==> config.mk <==
export PLATFORM = sky130hd
export DESIGN_NAME = slot_bitmap_fill_and_clear_core
export DESIGN_NICKNAME = d
export VERILOG_FILES = /design/src/rtl/core/sbf_pkg.sv /design/src/rtl/core/sbf_bitmap.sv /design/src/rtl/core/slot_bitmap_fill_and_clear_core.sv
export SDC_FILE = /design/constraint.sdc
export NUM_CORES = 2
export LEC_CHECK = 0
export BUFFER_PORTS_ARGS = -buffer_cell sky130_fd_sc_hd__buf_2
export CORE_MARGIN = 2
export CORE_UTILIZATION = 47
export DETAILED_ROUTE_END_ITERATION = 16
export GPL_TIMING_DRIVEN = 1
export MAX_ROUTING_LAYER = met4
export PLACE_DENSITY = 0.63
export SYNTH_ARGS = -nofsm -noshare
export SYNTH_HDL_FRONTEND = slang
export SYNTH_SLANG_ARGS = --single-unit
==> constraint.sdc <==
create_clock -name clk -period 13.9 [get_ports clk]
set_input_delay 3.475 -clock clk [delete_from_list [all_inputs] [get_ports clk]]
set_output_delay 3.475 -clock clk [all_outputs]
set_load 0.01 [all_outputs]
==> src/rtl/core/sbf_pkg.sv <==
`default_nettype none
// ----------------------------------------------------------------------------
// sbf_pkg
// Types, constants and bit-search helpers for the slot bitmap core.
// ----------------------------------------------------------------------------
package sbf_pkg;

  localparam int MaxSlots  = 1024;
  localparam int WordBits  = 32;
  localparam int NumWords  = MaxSlots / WordBits;
  localparam int WordAw    = $clog2(NumWords);
  localparam int BitAw     = $clog2(WordBits);
  localparam int PosW      = WordAw + BitAw;
  localparam int CntW      = PosW + 1;
  localparam int PopW      = BitAw + 1;

  localparam logic [1:0] STAT_FILLED  = 2'd0;
  localparam logic [1:0] STAT_NOFREE  = 2'd1;
  localparam logic [1:0] STAT_CLEARED = 2'd2;
  localparam logic [1:0] STAT_INVALID = 2'd3;

  localparam logic REQ_FILL  = 1'b0;
  localparam logic REQ_CLEAR = 1'b1;

  typedef enum logic [2:0] {
    S_IDLE,
    S_RD,
    S_EX,
    S_BITS,
    S_FIN
  } state_t;

  typedef logic [WordBits-1:0] word_t;

  typedef struct packed {
    logic              rd_en;
    logic [WordAw-1:0] rd_addr;
    logic              wr_en;
    logic [WordAw-1:0] wr_addr;
    word_t             wr_data;
  } mem_ctl_t;

  function automatic logic [PopW-1:0] pop32(input word_t w);
    logic [PopW-1:0] c;
    c = '0;
    for (int i = 0; i < WordBits; i++) c = c + PopW'(w[i]);
    return c;
  endfunction

  function automatic logic [BitAw-1:0] low_bit(input word_t w);
    logic [BitAw-1:0] p;
    p = '0;
    for (int i = WordBits - 1; i >= 0; i--) if (w[i]) p = BitAw'(i);
    return p;
  endfunction

  function automatic logic [BitAw-1:0] high_bit(input word_t w);
    logic [BitAw-1:0] p;
    p = '0;
    for (int i = 0; i < WordBits; i++) if (w[i]) p = BitAw'(i);
    return p;
  endfunction

endpackage
`default_nettype wire

==> src/rtl/core/sbf_bitmap.sv <==
`default_nettype none
// ----------------------------------------------------------------------------
// sbf_bitmap
// Word-wide occupancy memory with a registered read; rows read as free
// until first written after reset.
// ----------------------------------------------------------------------------
module sbf_bitmap
  import sbf_pkg::*;
(
  input  wire      clk,
  input  wire      rst,
  input  mem_ctl_t ctl,
  output word_t    rdata
);

  word_t               mem [NumWords];
  logic [NumWords-1:0] row_vld;
  word_t               rd_q;
  logic                vld_q;

  always_ff @(posedge clk) begin
    if (ctl.wr_en) mem[ctl.wr_addr] <= ctl.wr_data;
    if (ctl.rd_en) begin
      rd_q  <= mem[ctl.rd_addr];
      vld_q <= row_vld[ctl.rd_addr];
    end
  end

  always_ff @(posedge clk) begin
    if (rst) begin
      row_vld <= '0;
    end else if (ctl.wr_en) begin
      row_vld[ctl.wr_addr] <= 1'b1;
    end
  end

  assign rdata = vld_q ? rd_q : '0;

endmodule
`default_nettype wire

==> src/rtl/core/slot_bitmap_fill_and_clear_core.sv <==
`default_nettype none
// ----------------------------------------------------------------------------
// slot_bitmap_fill_and_clear_core
// Occupancy bitmap with fill-free-slots and clear-range requests.
// ----------------------------------------------------------------------------
// One request at a time. The bitmap sits in a 32 x 32-bit memory; each word
// the request touches is read in S_RD, then modified and written back in
// S_EX. A fill that ends inside a word with more free slots than it still
// needs walks that word one bit per cycle in S_BITS. Invalid requests go
// straight from idle to S_FIN. A new request is taken while the previous
// result waits in the output register.
module slot_bitmap_fill_and_clear_core
  import sbf_pkg::*;
(
  input  wire         clk,
  input  wire         rst,
  input  wire         cfg_we,
  input  wire  [10:0] cfg_wdata,
  input  wire         s_axis_tvalid,
  output logic        s_axis_tready,
  input  wire  [31:0] s_axis_tdata,  // start_pos[9:0], fill_count[20:10], end_pos[30:21]
  input  wire  [0:0]  s_axis_tuser,  // req_type[0]
  output logic        m_axis_tvalid,
  input  wire         m_axis_tready,
  output logic [31:0] m_axis_tdata,  // first_slot[9:0], last_slot[19:10], freed_count[30:20]
  output logic [1:0]  m_axis_tuser   // status[1:0]
);

  logic [CntW-1:0] slot_count;
  state_t state, state_next;

  logic              typ, typ_next;
  logic [PosW-1:0]   spos, spos_next;
  logic [PosW-1:0]   lim, lim_next;
  logic [WordAw-1:0] widx, widx_next;
  logic [CntW-1:0]   rem, rem_next;
  logic              found, found_next;
  logic [PosW-1:0]   first, first_next;
  logic [PosW-1:0]   last, last_next;
  logic [CntW-1:0]   freed, freed_next;
  logic [1:0]        stat, stat_next;
  word_t             wreg, wreg_next;
  word_t             freg, freg_next;
  logic [BitAw-1:0]  bidx, bidx_next;

  mem_ctl_t ctl;
  word_t    rdata;

  logic [PosW-1:0]  in_s, in_e;
  logic [CntW-1:0]  in_cnt, n_eff;
  logic [BitAw-1:0] lo_b, hi_b;
  word_t            rmask, fr;
  logic [PopW-1:0]  cnt;
  logic             word_end;

  sbf_bitmap u_bitmap (
    .clk   (clk),
    .rst   (rst),
    .ctl   (ctl),
    .rdata (rdata)
  );

  always_ff @(posedge clk) begin
    if (rst) begin
      slot_count <= CntW'(MaxSlots);
    end else if (cfg_we) begin
      slot_count <= cfg_wdata;
    end
  end

  assign in_s   = s_axis_tdata[9:0];
  assign in_cnt = s_axis_tdata[20:10];
  assign in_e   = s_axis_tdata[30:21];
  assign n_eff  = (slot_count > CntW'(MaxSlots)) ? CntW'(MaxSlots) : slot_count;

  assign lo_b  = (widx == spos[PosW-1:BitAw]) ? spos[BitAw-1:0] : '0;
  assign hi_b  = (widx == lim[PosW-1:BitAw]) ? lim[BitAw-1:0] : '1;
  assign rmask = ('1 << lo_b) & ('1 >> (BitAw'(WordBits - 1) - hi_b));
  assign fr    = ~rdata & rmask;
  assign cnt   = (typ == REQ_FILL) ? pop32(fr) : pop32(rdata & rmask);
  assign word_end = (widx == lim[PosW-1:BitAw]);

  always_comb begin
    state_next = state;
    typ_next   = typ;
    spos_next  = spos;
    lim_next   = lim;
    widx_next  = widx;
    rem_next   = rem;
    found_next = found;
    first_next = first;
    last_next  = last;
    freed_next = freed;
    stat_next  = stat;
    wreg_next  = wreg;
    freg_next  = freg;
    bidx_next  = bidx;
    case (state)
      S_IDLE: begin
        if (s_axis_tvalid) begin
          typ_next   = s_axis_tuser[0];
          spos_next  = in_s;
          lim_next   = (s_axis_tuser[0] == REQ_FILL) ? PosW'(n_eff - 1'b1) : in_e;
          widx_next  = in_s[PosW-1:BitAw];
          rem_next   = in_cnt;
          found_next = 1'b0;
          first_next = '0;
          last_next  = '0;
          freed_next = '0;
          if (s_axis_tuser[0] == REQ_FILL) begin
            if ({1'b0, in_s} < n_eff && in_cnt != '0) begin
              state_next = S_RD;
            end else begin
              stat_next  = STAT_INVALID;
              state_next = S_FIN;
            end
          end else begin
            if ({1'b0, in_s} < n_eff && {1'b0, in_e} < n_eff && in_e >= in_s) begin
              state_next = S_RD;
            end else begin
              stat_next  = STAT_INVALID;
              state_next = S_FIN;
            end
          end
        end
      end
      S_RD: state_next = S_EX;
      S_EX: begin
        if (typ == REQ_CLEAR) begin
          freed_next = freed + CntW'(cnt);
          if (word_end) begin
            stat_next  = STAT_CLEARED;
            state_next = S_FIN;
          end else begin
            widx_next  = widx + 1'b1;
            state_next = S_RD;
          end
        end else if (CntW'(cnt) > rem) begin
          wreg_next  = rdata;
          freg_next  = fr;
          bidx_next  = '0;
          state_next = S_BITS;
        end else begin
          if (cnt != '0) begin
            if (!found) first_next = {widx, low_bit(fr)};
            found_next = 1'b1;
            last_next  = {widx, high_bit(fr)};
          end
          rem_next = rem - CntW'(cnt);
          if (word_end || rem == CntW'(cnt)) begin
            stat_next  = (found || cnt != '0) ? STAT_FILLED : STAT_NOFREE;
            state_next = S_FIN;
          end else begin
            widx_next  = widx + 1'b1;
            state_next = S_RD;
          end
        end
      end
      S_BITS: begin
        bidx_next = bidx + 1'b1;
        if (freg[bidx]) begin
          wreg_next[bidx] = 1'b1;
          if (!found) first_next = {widx, bidx};
          found_next = 1'b1;
          last_next  = {widx, bidx};
          rem_next   = rem - 1'b1;
          if (rem == CntW'(1)) begin
            stat_next  = STAT_FILLED;
            state_next = S_FIN;
          end
        end
      end
      S_FIN: begin
        if (!m_axis_tvalid || m_axis_tready) state_next = S_IDLE;
      end
      default: state_next = S_IDLE;
    endcase
  end

  always_comb begin
    ctl.rd_en   = (state == S_RD);
    ctl.rd_addr = widx;
    ctl.wr_addr = widx;
    ctl.wr_en   = 1'b0;
    ctl.wr_data = rdata;
    case (state)
      S_EX: begin
        if (typ == REQ_CLEAR) begin
          ctl.wr_en   = 1'b1;
          ctl.wr_data = rdata & ~rmask;
        end else if (CntW'(cnt) <= rem) begin
          ctl.wr_en   = 1'b1;
          ctl.wr_data = rdata | fr;
        end
      end
      S_BITS: begin
        ctl.wr_en   = freg[bidx] && rem == CntW'(1);
        ctl.wr_data = wreg | (word_t'(1) << bidx);
      end
      default: ctl.wr_en = 1'b0;
    endcase
  end

  assign s_axis_tready = (state == S_IDLE);

  always_ff @(posedge clk) begin
    if (rst) begin
      state         <= S_IDLE;
      m_axis_tvalid <= 1'b0;
    end else begin
      state <= state_next;
      if (state == S_FIN && (!m_axis_tvalid || m_axis_tready)) begin
        m_axis_tvalid <= 1'b1;
      end else if (m_axis_tready) begin
        m_axis_tvalid <= 1'b0;
      end
    end
  end

  always_ff @(posedge clk) begin
    typ   <= typ_next;
    spos  <= spos_next;
    lim   <= lim_next;
    widx  <= widx_next;
    rem   <= rem_next;
    found <= found_next;
    first <= first_next;
    last  <= last_next;
    freed <= freed_next;
    stat  <= stat_next;
    wreg  <= wreg_next;
    freg  <= freg_next;
    bidx  <= bidx_next;
    if (state == S_FIN && (!m_axis_tvalid || m_axis_tready)) begin
      m_axis_tuser <= stat;
      m_axis_tdata <= {1'b0, (stat == STAT_CLEARED) ? freed : CntW'(0),
                       (stat == STAT_FILLED) ? last : PosW'(0),
                       (stat == STAT_FILLED) ? first : PosW'(0)};
    end
  end

endmodule
`default_nettype wire

**Word-level counts from Yosys, hierarchy flattened**

Memory sizes are Yosys's and may differ from the RTL's. A register that Yosys moved wholly into a read port is not among the register bits.
Index checks and enable logic that the tools add are counted.

- $add $sub $neg: 69
- $lt $le $gt $ge: 10
- Equality and inequality tests: 27
- Shift-type cells: 3
- Mux-type cells: 151
- Bitwise operators: 11
- Reductions and logical operators: 30

Operators by type and width:

| kind | count |
|---|---|
| $mux W5 | 71 |
| $add A6 B1 Y6 | 52 |
| $mux W32 | 6 |
| $and A32 B32 Y32 | 4 |
| $or A32 B32 Y32 | 4 |
| $pmux W32 S2 | 2 |
| $mux W10 | 12 |
| $mux W11 | 7 |
| $not A32 Y32 | 2 |
| $pmux W10 S3 | 2 |
| $mux W3 | 11 |
| $pmux W11 S3 | 1 |
| $shl A1 B5 Y32 const A | 1 |
| $shl A32 B5 Y32 const A | 1 |
| $shr A32 B5 Y32 const A | 1 |
| $lt A10 B11 Y1 | 2 |
| $ne A2 B2 Y1 const B | 11 |
| $pmux W11 S2 | 1 |
| $ne A3 B3 Y1 const B | 7 |
| $mux W2 | 10 |
| $pmux W5 S2 | 2 |
| $mux W1 | 17 |
| $pmux W3 S5 | 1 |
| $add A5 B1 Y6 | 2 |
| other kinds (46) | 71 |

- Bits in registers: 221
- Memory bits (writable): 1024
- Input port bits: 49
- Output and inout bits: 36
- Logic and storage cells: 323
- Memories: 1

Memory list:

| memory | depth | width | read ports | clocked after memory_dff | write ports | line | text |
|---|---|---|---|---|---|---|---|
| u_bitmap.mem | 32 | 32 | 1 | 1 | 1 | sbf_bitmap.sv:16 | `word_t mem [NumWords];` |

**Longest topological paths before layout**

- Depth in word-level cells: 45
- Depth in mapped cells: 36
- Mapped depth without buffers: 32

**Hierarchy**

From an unflattened synthesis, not the netlist that was laid out.

- Cells, all modules: 3839
- Area, all modules: 56027.5 µm²

By module, submodules not included:

| module | instances | cells each | area each (µm²) | sequential area each (µm²) |
|---|---|---|---|---|
| sbf_bitmap | 1 | 2434 | 42295.6 | 32381.1 |
| slot_bitmap_fill_and_clear_core | 1 | 1405 | 13731.9 | 5495.3 |

**Worst setup path after synthesis**

OpenSTA, ideal clock, no wires.

- Path kind: reg2reg
- Start point: register u_bitmap.vld_q
- End point: memory u_bitmap.mem[0][0] (netlist bit) (enable)
- Library setup time: 421 ps
- Arrival time: 9265 ps
- Data required time: 13479 ps
- Slack: 4213 ps
- Stages on the path, launching flop included: 31
- Buffers on the path: 6
- Period minus slack after synthesis: 9687 ps
- Cells stage by stage: edfxtp_1 > clkbuf_1 > clkbuf_1 > clkbuf_1 > clkbuf_1 > clkbuf_1 > nand3_1 > fa_1 > fa_1 > inv_1 > fa_1 > fa_1 > fa_1 > inv_1 > fa_1 > inv_1 > ha_1 > inv_1 > fa_1 > mux2i_1 > inv_1 > ha_1 > nor2b_1 > o21ai_0 > a21boi_0 > o31ai_1 > and4_1 > a31oi_2 > nand3_2 > buf_4 > nor2_1

- Longest elaborated chain between the ends: 41
- Elaborated cells on any way between the ends: 73
- Those cells by class: 62 x add/sub; 1 x order compare; 7 x mux; 3 x bitwise

RTL lines:

| item | line | text |
|---|---|---|
| start, declared | sbf_bitmap.sv:19 | `logic vld_q;` |
| start signal, assigned | sbf_bitmap.sv:25 | `vld_q <= row_vld[ctl.rd_addr];` |
| $mux W32 * | sbf_bitmap.sv:37 | `assign rdata = vld_q ? rd_q : '0;` |
| $not A32 Y32 | slot_bitmap_fill_and_clear_core.sv:79 | `assign fr = ~rdata & rmask;` |
| $and A32 B32 Y32 | slot_bitmap_fill_and_clear_core.sv:79 |  |
| $add A1 B1 Y2 | sbf_pkg.sv:46 | `for (int i = 0; i < WordBits; i++) c = c + PopW'(w[i]);` |
| $add A2 B1 Y3 | sbf_pkg.sv:46 |  |
| $add A3 B1 Y4 | sbf_pkg.sv:46 |  |
| $add A4 B1 Y5 | sbf_pkg.sv:46 |  |
| $add A5 B1 Y6 | sbf_pkg.sv:46 |  |
| $add A6 B1 Y6 (26 in series) | sbf_pkg.sv:46 |  |
| $mux W6 * | slot_bitmap_fill_and_clear_core.sv:80 | `assign cnt = (typ == REQ_FILL) ? pop32(fr) : pop32(rdata & rmask);` |
| $le A6 B11 Y1 * | slot_bitmap_fill_and_clear_core.sv:191 | `end else if (CntW'(cnt) <= rem) begin` |
| $mux W1 * | slot_bitmap_fill_and_clear_core.sv:191 |  |
| $mux W1 * | slot_bitmap_fill_and_clear_core.sv:188 | `if (typ == REQ_CLEAR) begin` |
| $pmux W1 S2 * | slot_bitmap_fill_and_clear_core.sv:186 | `case (state)` |
| $mux W1 * | sbf_bitmap.sv:22 | `if (ctl.wr_en) mem[ctl.wr_addr] <= ctl.wr_data;` |
| $mux W1 (not written as such) * | sbf_bitmap.sv:22 |  |
| end, declared | sbf_bitmap.sv:16 |  |

Every way passes the cells marked *; elsewhere a longest branch is shown, timed or not.

**Worst setup path in the final report**

- Start point: register widx[4]
- End point: memory u_bitmap.mem[27][30] (netlist bit) (enable)

- Elaborated cells on any way between the ends: 79
- Those cells by class: 63 x add/sub; 1 x order compare; 2 x eq/ne; 2 x shift; 8 x mux; 3 x bitwise

RTL lines:

| item | line | text |
|---|---|---|
| start, declared | slot_bitmap_fill_and_clear_core.sv:35 | `logic [WordAw-1:0] widx, widx_next;` |
| start signal, assigned | slot_bitmap_fill_and_clear_core.sv:224 | `widx <= widx_next;` |
| $eq A5 B5 Y1 | slot_bitmap_fill_and_clear_core.sv:77 | `assign hi_b = (widx == lim[PosW-1:BitAw]) ? lim[BitAw-1:0] : '1;` |
| $mux W5 | slot_bitmap_fill_and_clear_core.sv:77 |  |
| $sub A5 B5 Y5 | slot_bitmap_fill_and_clear_core.sv:78 | `assign rmask = ('1 << lo_b) & ('1 >> (BitAw'(WordBits - 1) - hi_b));` |
| $shr A32 B5 Y32 | slot_bitmap_fill_and_clear_core.sv:78 |  |
| $and A32 B32 Y32 * | slot_bitmap_fill_and_clear_core.sv:78 |  |
| $and A32 B32 Y32 * | slot_bitmap_fill_and_clear_core.sv:79 |  |
| named net fr[7] | slot_bitmap_fill_and_clear_core.sv:52 | `word_t rmask, fr;` |
| $add A6 B1 Y6 * (25 in series) | sbf_pkg.sv:46 |  |
| $mux W6 * | slot_bitmap_fill_and_clear_core.sv:80 |  |
| $le A6 B11 Y1 * | slot_bitmap_fill_and_clear_core.sv:191 |  |
| $mux W1 * | slot_bitmap_fill_and_clear_core.sv:191 |  |
| $mux W1 * | slot_bitmap_fill_and_clear_core.sv:188 |  |
| $pmux W1 S2 * | slot_bitmap_fill_and_clear_core.sv:186 |  |
| $mux W1 * | sbf_bitmap.sv:22 |  |
| $mux W1 (not written as such) * | sbf_bitmap.sv:22 |  |

Mark *: on every way through the listed nets, which the timed path passes. The rest lies on a longest branch.

==> reports/results.tsv <==
metric	value	unit
outcome	complete, no violations	
highest net fanout along the worst path	20	
Sw Share	33.5	%
Post-synth EDFFs	1230	
critical path capture point type	flop	
die width	345	µm
Post-DP HPWL	92000	µm
slew margin rel.	12.0	%
clock slew seen by the registers of the worst setup and hold paths	0.06	ns
Peak VDD IR	0.311	mV
Detailed Route WL	151000	µm
fin cells	5002	
initial antenna violation count	3	
GRT overflow	0	
main combinational cell family by area after synthesis	multiplexers	
first-pass GRT wire length	220000	µm
Crit Path Category	reg -> reg	
synthesized area per cell	17.0	µm²
gr usage total	26.1	%
Antenna Violating Nets Remaining	0	
startpoint types	flop	
leakage	20.5	nW
placed cell count	4756	
number of global-route vias before repair	31700	
register share of total power	35.8	%
Die Ht	345	µm
total negative setup slack	0	ns
post-synthesis adder-cell area fraction	3.36	%
synthesized flop and latch total	1277	
post-synthesis compound-gate area fraction	7.33	%
Primary FF master, synth	edfxtp_1	
max_cap viols	0	
fin. max-slew vios	0	
Fmax	84.1	MHz
sequential area share after synthesis	69.2	%
WP data required	14.32	ns
switching power	4.23	mW
Comb pwr share	35.2	%
CTS tree	built	
period utilization	85.6	%
CTS resizes	0	
worst skew pair latency	0.75	ns
die outline area	119000	µm²
# Post-CTS Setup Buffers	0	
Max stage delay cell, worst path	edfxtp_1	
initial core utilization	47.2	%
filler cell count in the final layout	9097	
register area	37900	µm²
PD cells	203	nW/µm²
via count	31100	
CTS Root Cell	clkbuf_16	
share of layout cells above drive strength 1	22.4	%
DRT iter0 DRCs	3184	
total internal power	8.38	mW
final setup fails	0	
Final Hold Fails	0	
yosys warns	0	
fin area	62100	µm²
pin count of the biggest net entering global routing	99	
RSZ-0062 raised after global routing	false	
FFs w/ async S/R, synth	0	%
drt drc	0	
Placed Area	57600	µm²
crit path time final	11.89	ns
CP bufs+invs	9	
Worst Clk Skew	0.0249	ns
Crit path largest cell delay	0.92	ns
WL/cell	30.1	µm
area delta synth->final	13.6	%
Top-Level Pins	85	
nets	3536	
Gate Count Post-Synth	3219	
Least-Margin Pin Slew	1.32	ns
first drt pass iteration count	6	
Post-Synth XOR/XNOR Area	0.796	%
Fin Hold WS	0.464	ns
cts bufs inserted	135	
# hold bufs at CTS	0	
Total Power	12.6	mW
simple-gate portion of the synthesized area	5.41	%
Min-Delay Path Class	reg -> reg	
drt via density	6.21	
Core ar.	116000	µm²
FP Rows	125	
Clock Path Buffers	3	
Clock Power Share	28.9	%
Crit path max-delay family	adder cells	
syn nets	3385	
GPL Wtd Cong	0.927	
port bufs	82	
Cell variety after synth	91	
CP Data Arrival Time	12.31	ns
clk sinks	1277	
mux cell area share after synthesis	11.5	%
Multi-input gate area	16000	µm²
Max H-tree Level	4	
cell area after synthesis	54700	µm²
-- worst paths after layout --
kind                                       endpoint  cells after the start                              start  slack (ns)
setup / recovery     u_bitmap.mem[27][30]$_DFFE_PP_                     33                  widx[4]$_DFFE_PP_        2.01
hold / removal    u_bitmap.row_vld[10]$_SDFFE_PP0P_                      2  u_bitmap.row_vld[10]$_SDFFE_PP0P_        0.46
setup reg to reg     u_bitmap.mem[27][30]$_DFFE_PP_                     33                  widx[4]$_DFFE_PP_        2.01
hold reg to reg   u_bitmap.row_vld[10]$_SDFFE_PP0P_                      2  u_bitmap.row_vld[10]$_SDFFE_PP0P_        0.46
-- flip-flops by register name, indices dropped and copies added (netlist names), 2 cells and up --
name              count
u_bitmap.row_vld     32
widx                  5
lim                  10
rem                  11
freg                 32
bidx                  5
slot_count           11
stat                  2
freed                11
m_axis_tdata         31
m_axis_tuser          2
u_bitmap.mem       1024
spos                 10
last                 10
first                10
state                 3
wreg                 32
u_bitmap.rd_q        32
-- power groups by stage --
stage	Clock, mW	Combinational (mW)	Sequential [mW]
5_1_grt	3.86	5.02	4.53
6_report	3.65	4.44	4.52
3_5_place_dp	0	4.46	4.60
2_1_floorplan	0	3.16	4.57
4_1_cts	3.70	4.48	4.52
3_3_place_gp	0	4.34	4.60
-- cells by family (layout without fill, tap and decap cells) --
kind of cell,count (synthesis),after routing
AOI/OAI and AO/OA,573,573
xor gates and xnor gates,48,48
adders and majority gates,117,117
buffers and inverters,330,588
DFF,1277,1277
muxes,286,286
other,1,2
and+or+nand+nor,587,587
-- layout make-up --
cell class | instances | share of cell area (%)
sequential | 1277 | 61.0
multi-input combinational | 1612 | 25.7
clock buffer | 172 | 5.99
tap | 1524 | 3.07
timing repair buffer | 196 | 2.06
clock inverter | 72 | 1.28
inverter | 148 | 0.894
antenna | 1 | 0.00403
-- synth_stat cells (26+ instances only) --
library cell | instances | share of area, %
nor2_1 | 133 | 0.91
mux4_2 | 273 | 11
a22oi_1 | 138 | 1.9
inv_1 | 146 | 1.0
nand4_1 | 44 | 0.50
nand2_1 | 152 | 1.0
nor3_1 | 26 | 0.24
buf_1 | 35 | 0.24
o21ai_0 | 94 | 0.86
o211ai_1 | 30 | 0.41
fa_1 | 50 | 1.8
ha_1 | 67 | 1.5
o22ai_1 | 32 | 0.37
and2_1 | 51 | 0.58
a21oi_1 | 90 | 0.82
edfxtp_1 | 1230 | 68
dfxtp_1 | 47 | 1.7
clkbuf_1 | 129 | 0.89
nand2b_1 | 27 | 0.31
o221ai_1 | 33 | 0.53
nand3_1 | 52 | 0.48
-- cell usage in the layout, fill, tap and decap left out, drive strengths merged, types with 9 or more instances in the layout --
cell    synthesis  layout
edfxtp       1230    1230
mux4          273     273
buf            53     196
clkbuf        129     172
nand2         154     154
inv           148     154
a22oi         138     138
nor2          137     137
o21ai         100     100
a21oi          92      92
ha             67      67
nand3          56      56
and2           51      51
fa             50      50
dfxtp          47      47
clkinv          0      45
nand4          44      44
o221ai         34      34
o22ai          32      32
o211ai         31      31
nand2b         27      27
nor3           27      27
xnor2          24      24
xor2           24      24
nor2b          20      20
and3           18      18
a21o           16      16
a221o          16      16
a211oi         16      16
o31ai          15      15
nor4           15      15
bufinv          0      14
mux2i          12      12
or3            12      12
a31oi          11      11
o21a            9       9
-- worst reg2reg max path, delay by kind of cell, from the launching register on --
family	cells	cell delay [ns]
and+or+nand+nor	7	2.58
xor gates and xnor gates	2	0.36
AOI/OAI and AO/OA	6	2.38
adders and majority gates	9	4.03
buffers and inverters	9	1.27
DFF	1	0.92
-- per-layer routing --
| layer | GRT usage, % | vias up | routed length, µm |
|---|---|---|---|
| li1 | - | 13200 | - |
| met1 | 34.2 | 16300 | 61000 |
| met2 | 43.0 | 1317 | 75600 |
| met3 | 3.62 | 235 | 10200 |
| met4 | 7.47 | 0 | 3880 |
| met5 | - | - | 0 |
-- per-stage QoR --
stage	util (%)	setup WS (ns)
after floorplan	-	4.21
after CTS	53.6	1.90
final	53.6	2.01
after global routing	53.6	1.38
after global placement	49.7	1.92
after detailed placement	49.7	1.91
Note: power is estimated with default switching activity, not from simulation.
